$ cat src/hw/rtl/qpc_pkg.sv
// types and constants of the quadrature position counter
package qpc_pkg;

    localparam int POS_WIDTH  = 16;
    localparam int WIDE_WIDTH = POS_WIDTH + 2;

    localparam logic [3:0] PAT_FWD = 4'b1101;
    localparam logic [3:0] PAT_REV = 4'b1110;

    localparam logic signed [POS_WIDTH-1:0] POS_MIN_RST  = {1'b1, {(POS_WIDTH-1){1'b0}}};
    localparam logic signed [POS_WIDTH-1:0] POS_MAX_RST  = {1'b0, {(POS_WIDTH-1){1'b1}}};
    localparam logic signed [POS_WIDTH-1:0] STEP_RST     = POS_WIDTH'(1);

    typedef enum logic [1:0] {
        CFG_POS_MIN     = 2'd0,
        CFG_POS_MAX     = 2'd1,
        CFG_STEP_SIZE   = 2'd2,
        CFG_WRAP_ENABLE = 2'd3
    } t_cfg_idx;

    typedef struct packed {
        logic                        mode;
        logic                        line_a;
        logic                        line_b;
        logic signed [POS_WIDTH-1:0] new_position;
    } t_qpc_in;

    typedef struct packed {
        logic signed [POS_WIDTH-1:0] position;
        logic                        changed;
    } t_qpc_out;

endpackage

$ cat src/hw/rtl/quadrature_position_counter.sv
// quadrature position counter: encoder sample / position load to bounded position
//
// input channel (i_in_valid / o_in_ready / i_in_word): each word either samples
// the two encoder lines (mode 0) or loads a new position (mode 1).
// output channel (o_out_valid / i_out_ready / o_out_word): exactly one word per
// input word, in order, with the bounded position and a changed flag.
// configuration: i_cfg_we writes i_cfg_data to the register at i_cfg_idx
// (pos_min, pos_max, step_size, wrap_enable); write only while the block is idle.
// path: an accepted word passes the input register, then the result register.
// throughput: one word per cycle while i_out_ready is high; the add-and-bound
// update sits between input and result register, so items follow back to back.
// stall: while the receiver holds i_out_ready low the result word holds, and one
// more input word can still be taken into the input register before
// o_in_ready drops.
// reset: both registers empty, position and previous line pair zero, bounds
// -32768..32767, step 1, clamping.
module quadrature_position_counter
    import qpc_pkg::*;
(
    input  logic                 i_clk,
    input  logic                 i_rst_n,
    input  logic                 i_cfg_we,
    input  t_cfg_idx             i_cfg_idx,
    input  logic [POS_WIDTH-1:0] i_cfg_data,
    input  logic                 i_in_valid,
    output logic                 o_in_ready,
    input  t_qpc_in              i_in_word,
    output logic                 o_out_valid,
    input  logic                 i_out_ready,
    output t_qpc_out             o_out_word
);

    logic                         r_in_valid;
    t_qpc_in                      r_in_word;
    logic                         r_out_valid;
    t_qpc_out                     r_out_word;
    logic [1:0]                   r_prev_lines;
    logic signed [POS_WIDTH-1:0]  r_cur_pos;
    logic signed [POS_WIDTH-1:0]  r_pos_min;
    logic signed [POS_WIDTH-1:0]  r_pos_max;
    logic signed [POS_WIDTH-1:0]  r_step;
    logic                         r_wrap;

    logic                         advance;
    logic [3:0]                   pattern;
    logic signed [WIDE_WIDTH-1:0] w_cur;
    logic signed [WIDE_WIDTH-1:0] w_step;
    logic signed [WIDE_WIDTH-1:0] w_next;
    logic signed [WIDE_WIDTH-1:0] w_min;
    logic signed [WIDE_WIDTH-1:0] w_max;
    logic signed [POS_WIDTH-1:0]  n_pos;
    logic [1:0]                   n_prev_lines;

    assign advance    = r_in_valid && (!r_out_valid || i_out_ready);
    assign o_in_ready = !r_in_valid || advance;

    assign pattern = {r_in_word.line_b, r_in_word.line_a, r_prev_lines};
    assign w_cur   = WIDE_WIDTH'(r_cur_pos);
    assign w_step  = WIDE_WIDTH'(r_step);
    assign w_min   = WIDE_WIDTH'(r_pos_min);
    assign w_max   = WIDE_WIDTH'(r_pos_max);

    always_comb begin
        n_prev_lines = r_prev_lines;
        if (r_in_word.mode) begin
            w_next = WIDE_WIDTH'(r_in_word.new_position);
        end else begin
            n_prev_lines = pattern[3:2];
            if (pattern == PAT_FWD) begin
                w_next = w_cur + w_step;
            end else if (pattern == PAT_REV) begin
                w_next = w_cur - w_step;
            end else begin
                w_next = w_cur;
            end
        end
    end

    // below-minimum test wins, also with inverted bounds
    always_comb begin
        priority if (w_next < w_min) begin
            n_pos = r_wrap ? r_pos_max : r_pos_min;
        end else if (w_next > w_max) begin
            n_pos = r_wrap ? r_pos_min : r_pos_max;
        end else begin
            n_pos = w_next[POS_WIDTH-1:0];
        end
    end

    always_ff @(posedge i_clk) begin
        if (!i_rst_n) begin
            r_pos_min <= POS_MIN_RST;
            r_pos_max <= POS_MAX_RST;
            r_step    <= STEP_RST;
            r_wrap    <= 1'b0;
        end else if (i_cfg_we) begin
            unique case (i_cfg_idx)
                CFG_POS_MIN:     r_pos_min <= i_cfg_data;
                CFG_POS_MAX:     r_pos_max <= i_cfg_data;
                CFG_STEP_SIZE:   r_step    <= i_cfg_data;
                CFG_WRAP_ENABLE: r_wrap    <= i_cfg_data[0];
                default:         r_wrap    <= r_wrap;
            endcase
        end
    end

    always_ff @(posedge i_clk) begin
        if (!i_rst_n) begin
            r_in_valid   <= 1'b0;
            r_out_valid  <= 1'b0;
            r_prev_lines <= 2'b00;
            r_cur_pos    <= '0;
        end else begin
            if (o_in_ready) begin
                r_in_valid <= i_in_valid;
            end
            if (advance) begin
                r_out_valid  <= 1'b1;
                r_prev_lines <= n_prev_lines;
                r_cur_pos    <= n_pos;
            end else if (i_out_ready) begin
                r_out_valid <= 1'b0;
            end
        end
    end

    always_ff @(posedge i_clk) begin
        if (o_in_ready && i_in_valid) begin
            r_in_word <= i_in_word;
        end
        // after the first word, the reported position equals the current position
        if (advance) begin
            r_out_word.position <= n_pos;
            r_out_word.changed  <= (n_pos != r_cur_pos);
        end
    end

    assign o_out_valid = r_out_valid;
    assign o_out_word  = r_out_word;

endmodule

$ cat config.mk
export PLATFORM = sky130hd
export DESIGN_NAME = quadrature_position_counter
export DESIGN_NICKNAME = d
export VERILOG_FILES = /design/src/hw/rtl/qpc_pkg.sv /design/src/hw/rtl/quadrature_position_counter.sv
export SDC_FILE = /design/constraint.sdc
export NUM_CORES = 1
export LEC_CHECK = 0
export BUFFER_PORTS_ARGS = -buffer_cell sky130_fd_sc_hd__buf_2
export CORE_MARGIN = 1
export CORE_UTILIZATION = 50
export CTS_BUF_LIST = sky130_fd_sc_hd__clkbuf_16
export CTS_CLUSTER_SIZE = 20
export DETAILED_ROUTE_END_ITERATION = 8
export GPL_ROUTABILITY_DRIVEN = 0
export HOLD_SLACK_MARGIN = 0.1
export PLACE_DENSITY = 0.68
export SLEW_MARGIN = 30
export SYNTH_ARGS = -nofsm -noshare
export SYNTH_HDL_FRONTEND = slang
export SYNTH_SLANG_ARGS = --single-unit
$ cat constraint.sdc
create_clock -name i_clk -period 7.9 [get_ports i_clk]
set_input_delay 0 -clock i_clk [delete_from_list [all_inputs] [get_ports i_clk]]
set_output_delay 0 -clock i_clk [all_outputs]
set_load 0.005 [all_outputs]
# == Yosys cells after proc, flatten, opt, wreduce, memory -nomap -nowiden ==
# Index checks and enable logic that the tools add are counted.
# classes
n_addsub,2
order_cmp,2
eq_ne,6
mux,9
bitwise,1
n_reduce_logical,13
# ops
operator,count
$mux 16,4
$mux 18,3
$gt 18x16->1,1
$lt 18x16->1,1
$add 16x16->17,1
$sub 16x16->17,1
$ne 16x16->1,1
$reduce_and 2->1,5
$eq 4x4->1 const B,2
$eq 2x2->1 const B,2
$eq 2x1->1 const B,1
$logic_and 1x1->1,2
$logic_not 1->1,2
$logic_not 2->1,1
$logic_or 1x1->1,2
$mux 1,2
$reduce_bool 2->1,1
$not 1->1,1
# word_totals
register_bits,105
in_bits,42
word_cells,47

# == Logic depth before layout (Yosys ltp) ==
# depth
ltp_word,8
ltp_mapped,28
ltp_nobuf,26

# == Least setup slack after synthesis ==
# No wires, ideal clock.
# synth_path
path_type,reg-to-reg
from,register r_step[4]
to,"register r_out_word, in the netlist o_out_word[0] (data pin)"
arrival_time_ns,5.562
slack_ns,2.074
stages_incl_launch_ff,27
n_path_buf,2
synth_period_minus_slack_ns,5.826
cell_sequence,dfxtp_1 -> inv_1 -> ha_1 -> clkbuf_1 -> a21o_1 -> nor3_1 -> a211oi_1 -> o31ai_1 -> o21ai_0 -> a2111oi_0 -> a21oi_1 -> o21ai_0 -> a21oi_1 -> o21ai_0 -> ha_1 -> nand3_1 -> nor2_1 -> a221oi_1 -> o211ai_4 -> mux2_2 -> buf_4 -> mux4_2 -> a221oi_1 -> nand4_1 -> nor4_1 -> nand4_1 -> a2111o_1
# synth_via
elab_chain_cells,8
elab_cells_between_ends,10
# synth_lines
item,line,text
from (decl),quadrature_position_counter.sv:41,logic signed [POS_WIDTH-1:0] r_step;
from (signal assigned),quadrature_position_counter.sv:100,CFG_STEP_SIZE: r_step <= i_cfg_data;
$sub 16x16->17,quadrature_position_counter.sv:72,w_next = w_cur - w_step;
$mux 18,quadrature_position_counter.sv:71,end else if (pattern == PAT_REV) begin
$mux 18 *,quadrature_position_counter.sv:69,if (pattern == PAT_FWD) begin
$mux 18 *,quadrature_position_counter.sv:65,if (r_in_word.mode) begin
$gt 18x16->1,quadrature_position_counter.sv:83,end else if (w_next > w_max) begin
$mux 16,quadrature_position_counter.sv:83,
$mux 16 *,quadrature_position_counter.sv:81,priority if (w_next < w_min) begin
$ne 16x16->1 *,quadrature_position_counter.sv:134,r_out_word.changed <= (n_pos != r_cur_pos);
to (decl),quadrature_position_counter.sv:36,t_qpc_out r_out_word;
# Every way passes the cells marked *; elsewhere a longest branch is shown, timed or not.
# A chain may end at the register's enable or synchronous reset.

# == Worst setup path after layout ==
# layout_path
from,register r_step[4]
to,"register r_out_word, in the netlist o_out_word[0] (data pin)"
# layout_via
elab_chain_cells,8
elab_cells_between_ends,10
# layout_lines
item,line,text
$sub 16x16->17,quadrature_position_counter.sv:72,
$mux 18,quadrature_position_counter.sv:71,
$mux 18 *,quadrature_position_counter.sv:69,
$mux 18 *,quadrature_position_counter.sv:65,
$gt 18x16->1,quadrature_position_counter.sv:83,
$mux 16,quadrature_position_counter.sv:83,
$mux 16 *,quadrature_position_counter.sv:81,
net n_pos[0],quadrature_position_counter.sv:51,logic signed [POS_WIDTH-1:0] n_pos;
$ne 16x16->1 *,quadrature_position_counter.sv:134,
# Mark *: on every way through the listed nets, which the timed path passes. The rest lies on a longest branch.

==> flow_summary_export.csv <==
group,metric,value,unit
status,outcome,"completed",
logic_synthesis,async_reset_ff_share,0,%
drt,drt_iter0_markers,843,
cells_and_area,n_antenna_cell,0,
cells_and_area,drive_gt1_share,10.2,%
floorplan,die_w,126,um
global_routing,grt_overflow_total,0,
timing,rsz0062_at_grt,"false",
worst_setup_path,cp-start-kind,"flop",
worst_setup_path,critical_path.slowest_cell,"mux2_2",
place,post_dp_cell_area,8120,um2
timing,finalHoldViolations,0,
worst_setup_path,crit_required,8030,ps
timing,worstMarginPinSlew,892,ps
drt,avgRoutedWirePerCell,19.9,um
logic_synthesis,synth_ff_type,"dfxtp_1",
floorplan,start_util,51.1,%
logic_synthesis,synth_fa_ha_area_share,11.0,%
worst_hold_path,min_path_type,"input port to flop",
worst_setup_path,crit_start,"r_step[4]",
cells_and_area,area.growth.synth_to_final,14.8,%
power_and_ir_drop,p_per_area,186,nW/um2
logic_synthesis,synth_area,7740,um2
timing,period_share,92.5,%
clocking,cts_setup_buffers,0,
cells_and_area,multiInputGateArea,4750,um2
logic_synthesis,synth_compound_area_share,26.7,%
clocking,cts_max_level,3,
cells_and_area,fillCellCount,1411,
floorplan,ioPinCount,61,
worst_setup_path,worst_path_largest_cell_delay,620,ps
logic_synthesis,synth-edff-count,36,
timing,slew-limit-headroom,40.3,%
logic_synthesis,synth_fp_nets,1063,
worst_setup_path,path_class,"flop to flop",
logic_synthesis,syn_avg_cell_area,8.11,um2
logic_synthesis,synthXorXnorAreaFrac,2.60,%
worst_setup_path,path_buf_inv,1,
timing,maxSlewViolCount,0,
timing,setup-tns-final,0,ps
worst_setup_path,cp_max_fo,29,
logic_synthesis,synth-simple-area-share,19.7,%
global_routing,grt_pass1_vias,6938,
logic_synthesis,syn_inst,954,
clocking,root_buffer,"clkbuf_16",
clocking,clkLatencyLatePin,370,ps
worst_setup_path,end_kind,"flop",
clocking,clk_pin_slew,80,ps
floorplan,fp-row-count,45,
clocking,cts_buffers,9,
timing,clock_skew,11.9,ps
cells_and_area,fin_util,58.6,%
cells_and_area,stdcell_area,8880,um2
drt,avgViaCountPerCell,6.17,
worst_setup_path,cp.arrival,7440,ps
logic_synthesis,ys_types,81,
floorplan,coreArea,15100,um2
logic_synthesis,synthMuxAreaShare,1.25,%
drt,wl,24200,um
logic_synthesis,yosysSeqAreaShare,31.8,%
worst_setup_path,crit_family,"compound AO/OA/AOI/OAI gates",
global_routing,grt_usage,31.1,%
logic_synthesis,yosysWarnings,0,
place,io_buffers,60,
global_routing,grt_max_degree,70,
power_and_ir_drop,p_leak,3.61,nW
drt,vias,7511,
run,drv_cap,0,
timing,fmax,137,MHz
worst_setup_path,reg2reg_from,"r_step[4]",
cells_and_area,final_net_count,1134,
floorplan,die_area,16000,um2
drt,firstDrtPassIters,6,
floorplan,fp.dieH,126,um
logic_synthesis,synth_top_family_by_area,"compound AO/OA/AOI/OAI gates",
timing,setup_violations,0,
global_routing,antenna_found_initial,0,
clocking,clock_path_buffers,2,
place,dpl.hpwl,17300,um
power_and_ir_drop,vdd_drop_max,0.196,mV
clocking,cts.sinks,105,
worst_hold_path,worstHoldStart,"i_rst_n",
cells_and_area,area.sequential,2460,um2
logic_synthesis,yosys_register_bits,105,
timing,period_needed,7310,ps
clocking,cts_tree,"built",
drt,final_antenna_net_count,0,
drt,drc,0,
global_routing,grt_first_pass_wirelength,38300,um
## metal layers
layer,vias up,wire [um],share of wire [%],GRT usage [%]
met5,-,0,0,0
met2,392,10600,44,48.6
li1,3578,-,-,-
met4,0,1140,4.7,14.2
met3,78,1960,8.1,6.24
met1,3463,10500,43,41.4
## kinds of logic (layout without fill, tap and decap cells)
| group | after synthesis | after routing |
|---|---|---|
| XOR/XNOR | 23 | 23 |
| adder cells (fa/ha/maj) | 67 | 67 |
| flip-flops | 105 | 105 |
| buffers and inverters | 133 | 209 |
| multiplexers | 7 | 7 |
| AO/OA/AOI/OAI | 285 | 285 |
| AND/OR/NAND/NOR | 334 | 334 |
## metrics by stage
stage / setup slack (ps) / hold WS (ps) / cells / total power [mW]
3_5_place_dp: 807 / 178 / 1159 / 1.12
6_report: 591 / 133 / 1218 / 1.65
4_1_cts: 774 / 124 / 1218 / 1.64
3_3_place_gp: 1010 / 176 / 1159 / 1.12
5_1_grt: 58.6 / 173 / 1218 / 1.73
2_1_floorplan: 2070 / 98.9 / 954 / 0.986
## worst paths after layout
path | to | slack, ps | cells past startpoint
setup / recovery | o_out_word[0] | 590 | 25
setup reg to reg | o_out_word[0] | 590 | 25
hold / removal | r_step[0] | 130 | 2
hold reg to reg | r_step[15] | 490 | 2
## state kept, by name, indices dropped and copies added (netlist names)
signal	cells
r_prev_lines	2
r_wrap	1
r_cur_pos	16
r_pos_max	16
pattern	2
o_out_valid	1
r_step	16
r_pos_min	16
o_out_word	17
r_in_valid	1
r_in_word	17
## repair_timing
action / 4_1_cts / 5_1_grt
hold buffers: 43 / 0
resized for setup: 0 / 0
endpoints found under the hold margin: 70 / 0
## report_power, final
part	switching (mW)	internal [mW]
combinational	0.308	0.197
clock	0.229	0.285
sequential	0.0364	0.600
## final cells by class
class / instances / share of cell area (%)
inverters: 81 / 3.42
clock buffers: 9 / 2.54
repair buffers: 112 / 9.02
well taps: 188 / 2.65
multi-input cells: 716 / 53.5
clock inverters: 7 / 1.20
flip-flops and latches: 105 / 27.7
## Yosys cell counts (6+ instances only)
| master | instances | area (um2) |
|---|---|---|
| nand2b_1 | 10 | 62.6 |
| clkbuf_1 | 40 | 150 |
| o221ai_1 | 9 | 78.8 |
| a211oi_1 | 14 | 105 |
| ha_1 | 65 | 813 |
| o21ai_0 | 34 | 170 |
| xnor2_1 | 17 | 149 |
| nor2b_1 | 12 | 75.1 |
| edfxtp_1 | 36 | 1080 |
| nor2_1 | 59 | 221 |
| xor2_1 | 6 | 52.6 |
| and2_1 | 6 | 37.5 |
| nand3_1 | 19 | 95.1 |
| a21o_1 | 6 | 45.0 |
| a221oi_1 | 19 | 166 |
| nor3_1 | 20 | 100 |
| o211ai_1 | 25 | 188 |
| dfxtp_1 | 69 | 1380 |
| a21boi_0 | 42 | 315 |
| nand2_1 | 165 | 619 |
| nand4_1 | 10 | 62.6 |
| o21a_1 | 8 | 60.1 |
| inv_1 | 80 | 300 |
| a21oi_1 | 52 | 260 |
| o22ai_1 | 6 | 37.5 |
## layout by cell type (no fill, tap or decap), drive strengths merged, types with 19 or more instances in the layout
cell	synthesis	layout
inv	80	85
edfxtp	36	36
o21ai	35	35
buf	12	69
nor3	21	21
a21boi	43	43
ha	65	65
nand2	165	165
nand3	19	19
dlygate4sd3	0	43
nor2	60	60
dfxtp	69	69
o211ai	26	26
a221oi	19	19
a21oi	52	52
## worst register-to-register path, stage by stage, from the launching register on
cell	delay (ps)
dfxtp_1	370
inv_1	60
ha_1	420
a21o_1	280
nor3_1	270
a211oi_1	170
o31ai_1	510
o21ai_0	210
a2111oi_0	430
a21oi_1	70
o21ai_0	160
a21oi_1	80
o21ai_0	320
ha_1	360
nand3_1	140
nor2_1	80
a221oi_1	440
o211ai_4	160
mux2_2	620
nand2_1	460
o221ai_1	300
o21a_1	170
a21oi_1	70
a221oi_1	460
nand4_1	150
a2111o_1	300
Power figures use the tool's default switching activity.
